File: src/rtl/ph_tm_pkg.sv
package ph_tm_pkg;

  localparam int ADC_W          = 10;
  localparam int MV_W           = 13;
  localparam int PH_W           = 17;
  localparam int OFS_W          = 16;
  localparam int APB_DW         = 32;
  localparam int PADDR_W        = 3;
  localparam int WINDOW_DEFAULT = 40;
  localparam int ADC_MAX        = 1023;
  localparam int MV_SCALE       = 5000;
  localparam int SCALE_SHIFT    = 10;
  localparam int MV_MAX         = 4996;

  localparam logic [PADDR_W-3:0] REG_PH_OFFSET = '0;

  typedef struct packed {
    logic clear;
    logic en;
  } ph_tm_acc_ctl_t;

endpackage

File: src/rtl/ph_sensor_trimmed_mean_top.sv
// pH sensor front end: trimmed moving average of 10-bit converter samples.
//
// Input channel: adc_sample with in_valid / in_stall. A beat is taken when
// in_valid is high and in_stall is low. Output channel: voltage_mv and
// ph_milli with out_valid / out_stall, held steady while out_stall is high.
// Configuration: APB-style write of ph_offset_milli at byte address 0.
//
// Each sample enters a chain of WINDOW cells; the chain then rotates once
// through all cells while an accumulator gathers sum, minimum and maximum,
// one cell per cycle. The division by the constant count of kept samples
// (WINDOW - 2 when the minimum and maximum are trimmed, else WINDOW) is a
// reciprocal multiplication: the numerator is registered, then the quotient.
// A new input beat is taken only in the idle state, once the previous result
// has moved on to the output register; until then in_stall stays high.
//
// While a result waits under out_stall the next sample is still taken and
// processed; it waits in the final step until the output register frees.
// Synchronous reset clears all window cells to zero, the offset to zero and
// drops any pending result.
module ph_sensor_trimmed_mean_top #(
  parameter int WINDOW = ph_tm_pkg::WINDOW_DEFAULT
) (
  input  logic                                clk,
  input  logic                                rst,
  input  logic                                in_valid,
  output logic                                in_stall,
  input  logic [ph_tm_pkg::ADC_W-1:0]         adc_sample,
  output logic                                out_valid,
  input  logic                                out_stall,
  output logic [ph_tm_pkg::MV_W-1:0]          voltage_mv,
  output logic signed [ph_tm_pkg::PH_W-1:0]   ph_milli,
  input  logic                                psel,
  input  logic                                penable,
  input  logic                                pwrite,
  input  logic [ph_tm_pkg::PADDR_W-1:0]       paddr,
  input  logic [ph_tm_pkg::APB_DW-1:0]        pwdata,
  output logic [ph_tm_pkg::APB_DW-1:0]        prdata,
  output logic                                pready
);
  import ph_tm_pkg::*;

  localparam bit TRIM    = (WINDOW >= 5);
  localparam int DIVISOR = TRIM ? (WINDOW - 2) : WINDOW;
  localparam int SUM_W   = $clog2(ADC_MAX * WINDOW + 1);
  localparam int PROD_W  = SUM_W + MV_W;
  localparam int NUM_W   = PROD_W - SCALE_SHIFT;
  localparam int CNT_W   = (WINDOW > 1) ? $clog2(WINDOW) : 1;
  localparam logic [CNT_W-1:0] CNT_LAST = CNT_W'(WINDOW - 1);

  typedef enum logic [5:0] {
    ST_IDLE = 6'b000001,
    ST_SCAN = 6'b000010,
    ST_LOAD = 6'b000100,
    ST_DIV  = 6'b001000,
    ST_POST = 6'b010000,
    ST_DONE = 6'b100000
  } state_t;

  state_t                    state;
  state_t                    state_next;
  logic [CNT_W-1:0]          cnt;
  logic signed [OFS_W-1:0]   ph_offset_milli;
  logic [MV_W-1:0]           mv;

  logic                      in_take;
  logic                      out_take;
  logic                      out_load;
  logic                      shift;
  logic [ADC_W-1:0]          chain_in;
  logic [ADC_W-1:0]          cell_q [WINDOW];
  logic [ADC_W-1:0]          tail;
  ph_tm_acc_ctl_t            acc_ctl;
  logic [SUM_W-1:0]          sum;
  logic [ADC_W-1:0]          lo;
  logic [ADC_W-1:0]          hi;
  logic [SUM_W-1:0]          s_val;
  logic [PROD_W-1:0]         prod;
  logic [NUM_W-1:0]          num;
  logic                      div_start;
  logic                      div_done;
  logic [MV_W-1:0]           quot;
  logic [2*MV_W-1:0]         pprod;
  logic [MV_W+2:0]           mv_x7;
  logic signed [PH_W-1:0]    ph_val;
  logic [PADDR_W-3:0]        reg_idx;

  assign in_stall = (state != ST_IDLE);
  assign in_take  = in_valid && !in_stall;
  assign out_take = out_valid && !out_stall;
  assign out_load = (state == ST_DONE) && (!out_valid || !out_stall);

  assign shift    = in_take || (state == ST_SCAN);
  assign tail     = cell_q[WINDOW-1];
  assign chain_in = in_take ? adc_sample : tail;

  for (genvar i = 0; i < WINDOW; i++) begin : g_cell
    if (i == 0) begin : g_head
      ph_tm_cell u_cell (
        .clk   (clk),
        .rst   (rst),
        .shift (shift),
        .d     (chain_in),
        .q     (cell_q[i])
      );
    end else begin : g_body
      ph_tm_cell u_cell (
        .clk   (clk),
        .rst   (rst),
        .shift (shift),
        .d     (cell_q[i-1]),
        .q     (cell_q[i])
      );
    end
  end

  assign acc_ctl.clear = in_take;
  assign acc_ctl.en    = (state == ST_SCAN);

  ph_tm_acc #(
    .SUM_W (SUM_W)
  ) u_acc (
    .clk (clk),
    .ctl (acc_ctl),
    .din (tail),
    .sum (sum),
    .lo  (lo),
    .hi  (hi)
  );

  assign s_val = TRIM ? (sum - SUM_W'(lo) - SUM_W'(hi)) : sum;
  assign prod  = PROD_W'(s_val) * PROD_W'(MV_SCALE);
  assign num   = TRIM ? prod[PROD_W-1:SCALE_SHIFT] : NUM_W'(sum);
  assign div_start = (state == ST_LOAD);

  ph_tm_div #(
    .NUM_W   (NUM_W),
    .DIVISOR (DIVISOR)
  ) u_div (
    .clk   (clk),
    .rst   (rst),
    .start (div_start),
    .num   (num),
    .done  (div_done),
    .quot  (quot)
  );

  assign pprod  = (2*MV_W)'(quot) * (2*MV_W)'(MV_SCALE);
  assign mv_x7  = {mv, 3'b000} - {3'b000, mv};
  assign ph_val = $signed({2'b00, mv_x7[MV_W+2:1]})
                + $signed({ph_offset_milli[OFS_W-1], ph_offset_milli});

  always_comb begin
    state_next = state;
    case (state)
      ST_IDLE: if (in_take) state_next = ST_SCAN;
      ST_SCAN: if (cnt == CNT_LAST) state_next = ST_LOAD;
      ST_LOAD: state_next = ST_DIV;
      ST_DIV:  if (div_done) state_next = ST_POST;
      ST_POST: state_next = ST_DONE;
      ST_DONE: if (out_load) state_next = ST_IDLE;
      default: state_next = ST_IDLE;
    endcase
  end

  always_ff @(posedge clk) begin
    if (rst) begin
      state <= ST_IDLE;
    end else begin
      state <= state_next;
    end
  end

  always_ff @(posedge clk) begin
    if (in_take) begin
      cnt <= '0;
    end else if (state == ST_SCAN) begin
      cnt <= cnt + CNT_W'(1);
    end
  end

  always_ff @(posedge clk) begin
    if (state == ST_POST) begin
      mv <= TRIM ? quot : pprod[SCALE_SHIFT +: MV_W];
    end
  end

  always_ff @(posedge clk) begin
    if (rst) begin
      out_valid <= 1'b0;
    end else if (out_load) begin
      out_valid <= 1'b1;
    end else if (out_take) begin
      out_valid <= 1'b0;
    end
  end

  always_ff @(posedge clk) begin
    if (out_load) begin
      voltage_mv <= mv;
      ph_milli   <= ph_val;
    end
  end

  assign pready  = 1'b1;
  assign reg_idx = paddr[PADDR_W-1:2];

  always_ff @(posedge clk) begin
    if (rst) begin
      ph_offset_milli <= '0;
    end else if (psel && penable && pwrite && pready && reg_idx == REG_PH_OFFSET) begin
      ph_offset_milli <= pwdata[OFS_W-1:0];
    end
  end

  always_comb begin
    prdata = '0;
    if (reg_idx == REG_PH_OFFSET) begin
      prdata = {{(APB_DW-OFS_W){1'b0}}, ph_offset_milli};
    end
  end

endmodule

File: src/rtl/ph_tm_cell.sv
module ph_tm_cell (
  input  logic                       clk,
  input  logic                       rst,
  input  logic                       shift,
  input  logic [ph_tm_pkg::ADC_W-1:0] d,
  output logic [ph_tm_pkg::ADC_W-1:0] q
);
  import ph_tm_pkg::*;

  always_ff @(posedge clk) begin
    if (rst) begin
      q <= '0;
    end else if (shift) begin
      q <= d;
    end
  end

endmodule

File: src/rtl/ph_tm_acc.sv
module ph_tm_acc #(
  parameter int SUM_W = 16
) (
  input  logic                        clk,
  input  ph_tm_pkg::ph_tm_acc_ctl_t   ctl,
  input  logic [ph_tm_pkg::ADC_W-1:0] din,
  output logic [SUM_W-1:0]            sum,
  output logic [ph_tm_pkg::ADC_W-1:0] lo,
  output logic [ph_tm_pkg::ADC_W-1:0] hi
);
  import ph_tm_pkg::*;

  always_ff @(posedge clk) begin
    if (ctl.clear) begin
      sum <= '0;
      lo  <= ADC_W'(ADC_MAX);
      hi  <= '0;
    end else if (ctl.en) begin
      sum <= sum + SUM_W'(din);
      if (din < lo) begin
        lo <= din;
      end
      if (din > hi) begin
        hi <= din;
      end
    end
  end

endmodule

File: src/rtl/ph_tm_div.sv
module ph_tm_div #(
  parameter int NUM_W   = 19,
  parameter int DIVISOR = 38
) (
  input  logic                       clk,
  input  logic                       rst,
  input  logic                       start,
  input  logic [NUM_W-1:0]           num,
  output logic                       done,
  output logic [ph_tm_pkg::MV_W-1:0] quot
);
  import ph_tm_pkg::*;

  localparam int L_W   = (DIVISOR > 1) ? $clog2(DIVISOR) : 0;
  localparam int K     = NUM_W + L_W;
  localparam int M_W   = NUM_W + 2;
  localparam int P_W   = NUM_W + M_W;
  localparam logic [M_W-1:0] RECIP =
    M_W'(((64'd1 << K) + 64'(DIVISOR) - 64'd1) / 64'(DIVISOR));

  logic [NUM_W-1:0] nreg;
  logic [P_W-1:0]   qprod;
  logic             busy;

  assign qprod = P_W'(nreg) * P_W'(RECIP);

  always_ff @(posedge clk) begin
    if (rst) begin
      busy <= 1'b0;
      done <= 1'b0;
    end else begin
      busy <= start;
      done <= busy;
    end
  end

  always_ff @(posedge clk) begin
    if (start) begin
      nreg <= num;
    end
    if (busy) begin
      quot <= qprod[K +: MV_W];
    end
  end

endmodule

File: config.mk
export PLATFORM = sky130hd
export DESIGN_NAME = ph_sensor_trimmed_mean_top
export DESIGN_NICKNAME = d
export VERILOG_FILES = /design/src/rtl/ph_tm_pkg.sv /design/src/rtl/ph_sensor_trimmed_mean_top.sv /design/src/rtl/ph_tm_cell.sv /design/src/rtl/ph_tm_acc.sv /design/src/rtl/ph_tm_div.sv
export SDC_FILE = /design/constraint.sdc
export NUM_CORES = 2
export LEC_CHECK = 0
export BUFFER_PORTS_ARGS = -buffer_cell sky130_fd_sc_hd__buf_2
export CAP_MARGIN = 0
export CORE_ASPECT_RATIO = 0.8
export CORE_UTILIZATION = 49
export DETAILED_ROUTE_END_ITERATION = 8
export PLACE_DENSITY = 0.68
export SYNTH_ARGS = -nofsm -noshare
export SYNTH_HDL_FRONTEND = slang
export SYNTH_HIERARCHICAL = 1
export SYNTH_SLANG_ARGS = --single-unit
File: constraint.sdc
create_clock -name clk -period 6.1 [get_ports clk]
set_clock_uncertainty 0.05 [all_clocks]
set_input_delay 0.915 -clock clk [delete_from_list [all_inputs] [get_ports clk]]
set_output_delay 0.915 -clock clk [all_outputs]
set_load 0.01 [all_outputs]
After elaboration in Yosys (flattened, before gate mapping)
Cells that the tools add are included.

Flip-flop bits (word level): 542. Input port bits: 52. Output and inout bits: 65. Word-level logic and storage cells: 101.

Add/sub/neg operators: 6. Multipliers: 2. Magnitude comparators: 2. Equality and inequality tests: 12. Mux-type cells: 9. Bitwise gates (word level): 1. Reductions and logical operators: 15.

Operators by type and width (count): $mul 19x18->36 const B (1); $pmux 6 s6 (1); $sub 16x10->16 (2); $mul 16x10->26 const B (1); $mux 6 (4); $add 16x16->17 (1); $add 16x10->16 (1); $mux 16 (1); $sub 16x13->16 (1); $eq 6x6->1 const B (2); $gt 10x10->1 (1); $lt 10x10->1 (1); $mux 10 (1); $add 6x1->6 const B (1); $eq 6x1->1 const B (1); $eq 6x2->1 const B (1); $eq 6x3->1 const B (1); $eq 6x4->1 const B (1); $eq 6x5->1 const B (1); $logic_and 1x1->1 (6); $ne 6x1->1 const B (1); $ne 2x1->1 const B (2); $ne 2x2->1 const B (2); $reduce_and 2->1 (2); other kinds (6) (10).

Longest topological paths before layout
Depth in word-level cells: 5. Gate-level depth with buffers: 29. Mapped depth without buffers: 29.

Cells and area by module
Netlist, hierarchy kept.

By module, submodules not included: ph_tm_cell (times used 40, cells each 32, area each 352.8 sq um, seq. area each 200.2 sq um); ph_sensor_trimmed_mean_top (times used 1, cells each 818, area each 7425.9 sq um, seq. area each 1871.8 sq um); ph_tm_div (times used 1, cells each 631, area each 6754.0 sq um, seq. area each 1001.0 sq um); ph_tm_acc (times used 1, cells each 306, area each 2606.2 sq um, seq. area each 720.7 sq um).

Least setup slack after synthesis
Ideal clock, no wire load.

Path type: flip-flop to flip-flop. From: register u_acc/lo[2] (netlist bit). To: register u_div.nreg[15], data pin. Setup time: 0.258 ns. Arrival time: 6.468 ns. Data required time: 5.792 ns. Path slack: -0.676 ns. Stages on the path, launching flop included: 29. Buffers on the path: 0. Clock period less this slack: 6.776 ns. Cells stage by stage: dfxtp_1 inv_1 fa_1 ha_1 nor2b_4 o311a_1 o21a_1 or2_2 xor2_1 inv_1 fa_1 inv_1 ha_1 inv_1 fa_1 inv_1 ha_1 inv_1 fa_1 inv_1 ha_1 nand2_1 o211a_1 nor3_1 or3_4 a311oi_4 o31ai_2 a21oi_2 xnor2_1.

Cells in the longest elaborated chain, start to end: 3.

RTL lines: start, declared (RTL line ph_tm_acc.sv:8) `output logic [ph_tm_pkg::ADC_W-1:0] lo,`; start signal, assigned (RTL line ph_tm_acc.sv:16) `lo <= ADC_W'(ADC_MAX);`; start signal, assigned (RTL line ph_tm_acc.sv:21) `lo <= din;`; $sub 16x10->16 (2 in a row) (RTL line ph_sensor_trimmed_mean_top.sv:130) `assign s_val = TRIM ? (sum - SUM_W'(lo) - SUM_W'(hi)) : sum;`; $mul 16x10->26 (RTL line ph_sensor_trimmed_mean_top.sv:131) `assign prod = PROD_W'(s_val) * PROD_W'(MV_SCALE);`; net prod[25] (RTL line ph_sensor_trimmed_mean_top.sv:77) `logic [PROD_W-1:0] prod;`; end signal, assigned (RTL line ph_tm_div.sv:39) `nreg <= num;`; end, declared (RTL line ph_tm_div.sv:21) `logic [NUM_W-1:0] nreg;`.

The timed path passes the listed nets, and every way through them passes these cells. A chain may end at the register's enable or synchronous reset.

Worst setup path in the final report
From: register u_acc/hi[2] (netlist bit). To: register u_div.nreg[17], data pin.

Cells in the longest elaborated chain, start to end: 2.

RTL lines: start, declared (RTL line ph_tm_acc.sv:9) `output logic [ph_tm_pkg::ADC_W-1:0] hi`; start signal, assigned (RTL line ph_tm_acc.sv:24) `hi <= din;`; $sub 16x10->16 (RTL line ph_sensor_trimmed_mean_top.sv:130); $mul 16x10->26 (RTL line ph_sensor_trimmed_mean_top.sv:131); net prod[27] (RTL line ph_sensor_trimmed_mean_top.sv:77).

The timed path passes the listed nets, and every way through them passes these cells.

==> flow_summary.ini <==
[clock_tree]
ctsHoldBuffers = 0
clk_latency_ns = 0.59
numCtsBuffers = 52
cts_tree = built
root_buffer = clkbuf_16
clk_pin_slew_ns = 0.06
cts.sinks = 542
htree_levels = 2
cts_buffer_depth = 3

[floorplan]
die_y_um = 227
core_sq_um = 61700
rows = 81
die_area_sq_um = 64100
pin_count = 117
initial_utilization_pct = 50.1
die_x_um = 283

[timing]
setup_viol = 8
rsz0062_at_grt = yes
finalCriticalPeriod_ns = 6.53
tightest_slew_ns = 1.13
period_share_pct = 107
fmax_mhz = 153
setup_ws_ns = -0.433
hold_viol = 0
slew_headroom_pct = 24.4
maxSlewViolCount = 0

[run_status]
failed_checks = negative setup slack
status = finished, violations left

[global_route]
grt_usage_pct = 18.8
grt_pass1_vias = 20600
grt_pass1_wl_mm = 99.9
overflow = 0
grt_max_degree = 196
antenna_found_initial = 2

[synth]
yosysMostFrequentCell = nor2_1
synth_edf_count = 75
avgSynthCellArea_sq_um = 10.2
synth.cell_area_sq_um = 30900
synthCells = 3035
synth_top_area_share_pct = 30.3
seq_area_frac_synth_pct = 37.5
ys.flop_type = dfxtp_1
yosys-top-cells-count = nor2_1, dfxtp_1, mux2i_1
yosysTopAreaCell = dfxtp_1
synth_area_leaders = dfxtp_1, mux2i_1, ha_1
synth_seq_cells = 542
yosysWarnings = 6
async_flop_share_pct = 0
yosys.cell_types.count = 91

[route]
drt-wirelength-per-cell_um = 14.6
viasPerCell = 5.06
drtPass1Iterations = 5
dr_total_vias = 20700
wirelength_mm = 59.7
ant_nets = 0
drc = 0
drt_iter0_drc = 1102

[setup_path]
end_kind = flop
r2r_cells = 29
start_kind = flop
max_stage_delay_ns = 0.56
cpMostUsedCell = inv_2
cp.arrival_ns = 6.82
worstPathMaxFanout = 4
required_ns = 6.39
worstSetupPathType = flop to flop
cp_slowest_cell = fa_2

[flow_run]
cap_violations = 0

[final_layout]
drive_above_1_share_pct = 14.2
area_growth_pct = 13.3
post-route-util_pct = 56.7
final_nets = 3712
final_cells = 4094

[placement]
hpwl_mm = 44.6
portBuffers = 81
post-place-cells = 3984
place.gp.congestion = 0.862

[hold_path]
min_path_cells = 0
hold_path.class = flop to flop
[sequential cells by signal (all words and copies together) (netlist names)]
name / flops
voltage_mv: 13
u_div/busy: 1
u_div/nreg: 19
u_acc/sum: 16
g_cell.g_head.u_cell/q: 10
out_valid: 1
u_div/quot: 13
ph_offset_milli: 16
cnt: 6
ph_milli: 17
mv: 13
u_acc/hi: 10
u_acc/lo: 10
state: 6
u_div/done: 1
g_cell.g_body.u_cell/q: 390
[worst max-delay path: cells and delay by family (launching register included)]
| kind | cells | cell delay (ns) |
|---|---|---|
| adder cells (fa/ha/maj) | 8 | 3.07 |
| AO/OA/AOI/OAI | 6 | 1.19 |
| AND/OR/NAND/NOR | 5 | 0.89 |
| buffers and inverters | 8 | 0.47 |
| flip-flops | 1 | 0.34 |
| XOR/XNOR | 2 | 0.29 |
[layout make-up]
cell class / count / area [sq um]
antenna: 1 / 2.50
clock buffer: 79 / 1610
clock inverter: 16 / 101
fill: 5158 / 26700
inverter: 358 / 1340
multi-input combinational: 2024 / 17600
sequential: 542 / 11600
tap: 830 / 1040
timing repair buffer: 244 / 1720
[path summary, 6_finish.rpt]
kind / from / end / slack, ns
setup / recovery: u_acc/hi[2] / u_div/nreg[17] / -0.43
hold reg to reg: u_div/quot[2] / mv[2] / 0.37
setup reg to reg: u_acc/hi[2] / u_div/nreg[17] / -0.43
hold / removal: u_div/quot[2] / mv[2] / 0.37
[timing repair]
action                                  CTS  global route
setup buffers                             3            13
resized for setup                        19            39
endpoints found under the setup margin   10            23
pin swaps                                27            43
endpoints found under the hold margin     0             0
[layer usage]
layer | GRT usage (%) | up-vias | routed length [um]
met2 | 29.6 | 345 | 26000
met5 | 0 | - | 7
met3 | 2.92 | 83 | 2480
met1 | 27.0 | 9803 | 30200
met4 | 4.22 | 2 | 1060
li1 | - | 10500 | -
[per-stage QoR]
step           setup TNS, ns  instance area [sq um]  worst slack (ns)  hold WS, ns
2_1_floorplan          -1.61                  31100            -0.234        0.350
3_3_place_gp           -3.76                  32900            -0.487        0.351
3_5_place_dp           -4.48                  32900            -0.571        0.355
4_1_cts                -3.70                  34700            -0.524        0.369
5_1_grt                -4.93                  35000            -0.668        0.372
6_report               -2.80                  35000            -0.433        0.367
[cell families (layout without fill, tap and decap cells)]
family	after synthesis	count (layout)	share of synthesized area (%)
adders and majority gates	438	438	21.7
buffers and inverters	484	697	7.14
and+or+nand+nor	780	780	11.3
DFF	542	542	37.5
AOI/OAI and AO/OA	284	284	6.24
other	2	18	0.0243
muxes	420	420	13.6
xor gates and xnor gates	85	85	2.43
[layout by cell type (no fill, tap or decap), types with 8 or more instances in the layout]
| cell type | n |
|---|---|
| o21ai_0 | 46 |
| conb_1 | 17 |
| clkbuf_8 | 16 |
| clkbuf_1 | 8 |
| inv_1 | 345 |
| clkbuf_16 | 54 |
| buf_4 | 154 |
| buf_2 | 80 |
| inv_2 | 12 |
| a21o_1 | 33 |
| nand4_1 | 16 |
| edfxtp_1 | 75 |
| nand3_1 | 21 |
| o21a_1 | 16 |
| ha_1 | 259 |
| xor2_1 | 29 |
| nand3_2 | 19 |
| nor2_1 | 465 |
| clkinv_2 | 13 |
| a21oi_1 | 75 |
| nor2b_1 | 28 |
| o21ai_1 | 10 |
| ha_4 | 16 |
| fa_1 | 159 |
| mux2i_1 | 416 |
| nor3_1 | 25 |
| nor4_1 | 9 |
| a21oi_2 | 16 |
| nand2_1 | 124 |
| xnor2_1 | 48 |
| a211oi_1 | 12 |
| dfxtp_1 | 463 |
Power is left out: the tool's default activity adds up to more than one toggle a clock period on the data nets, which glitch-free logic cannot reach.
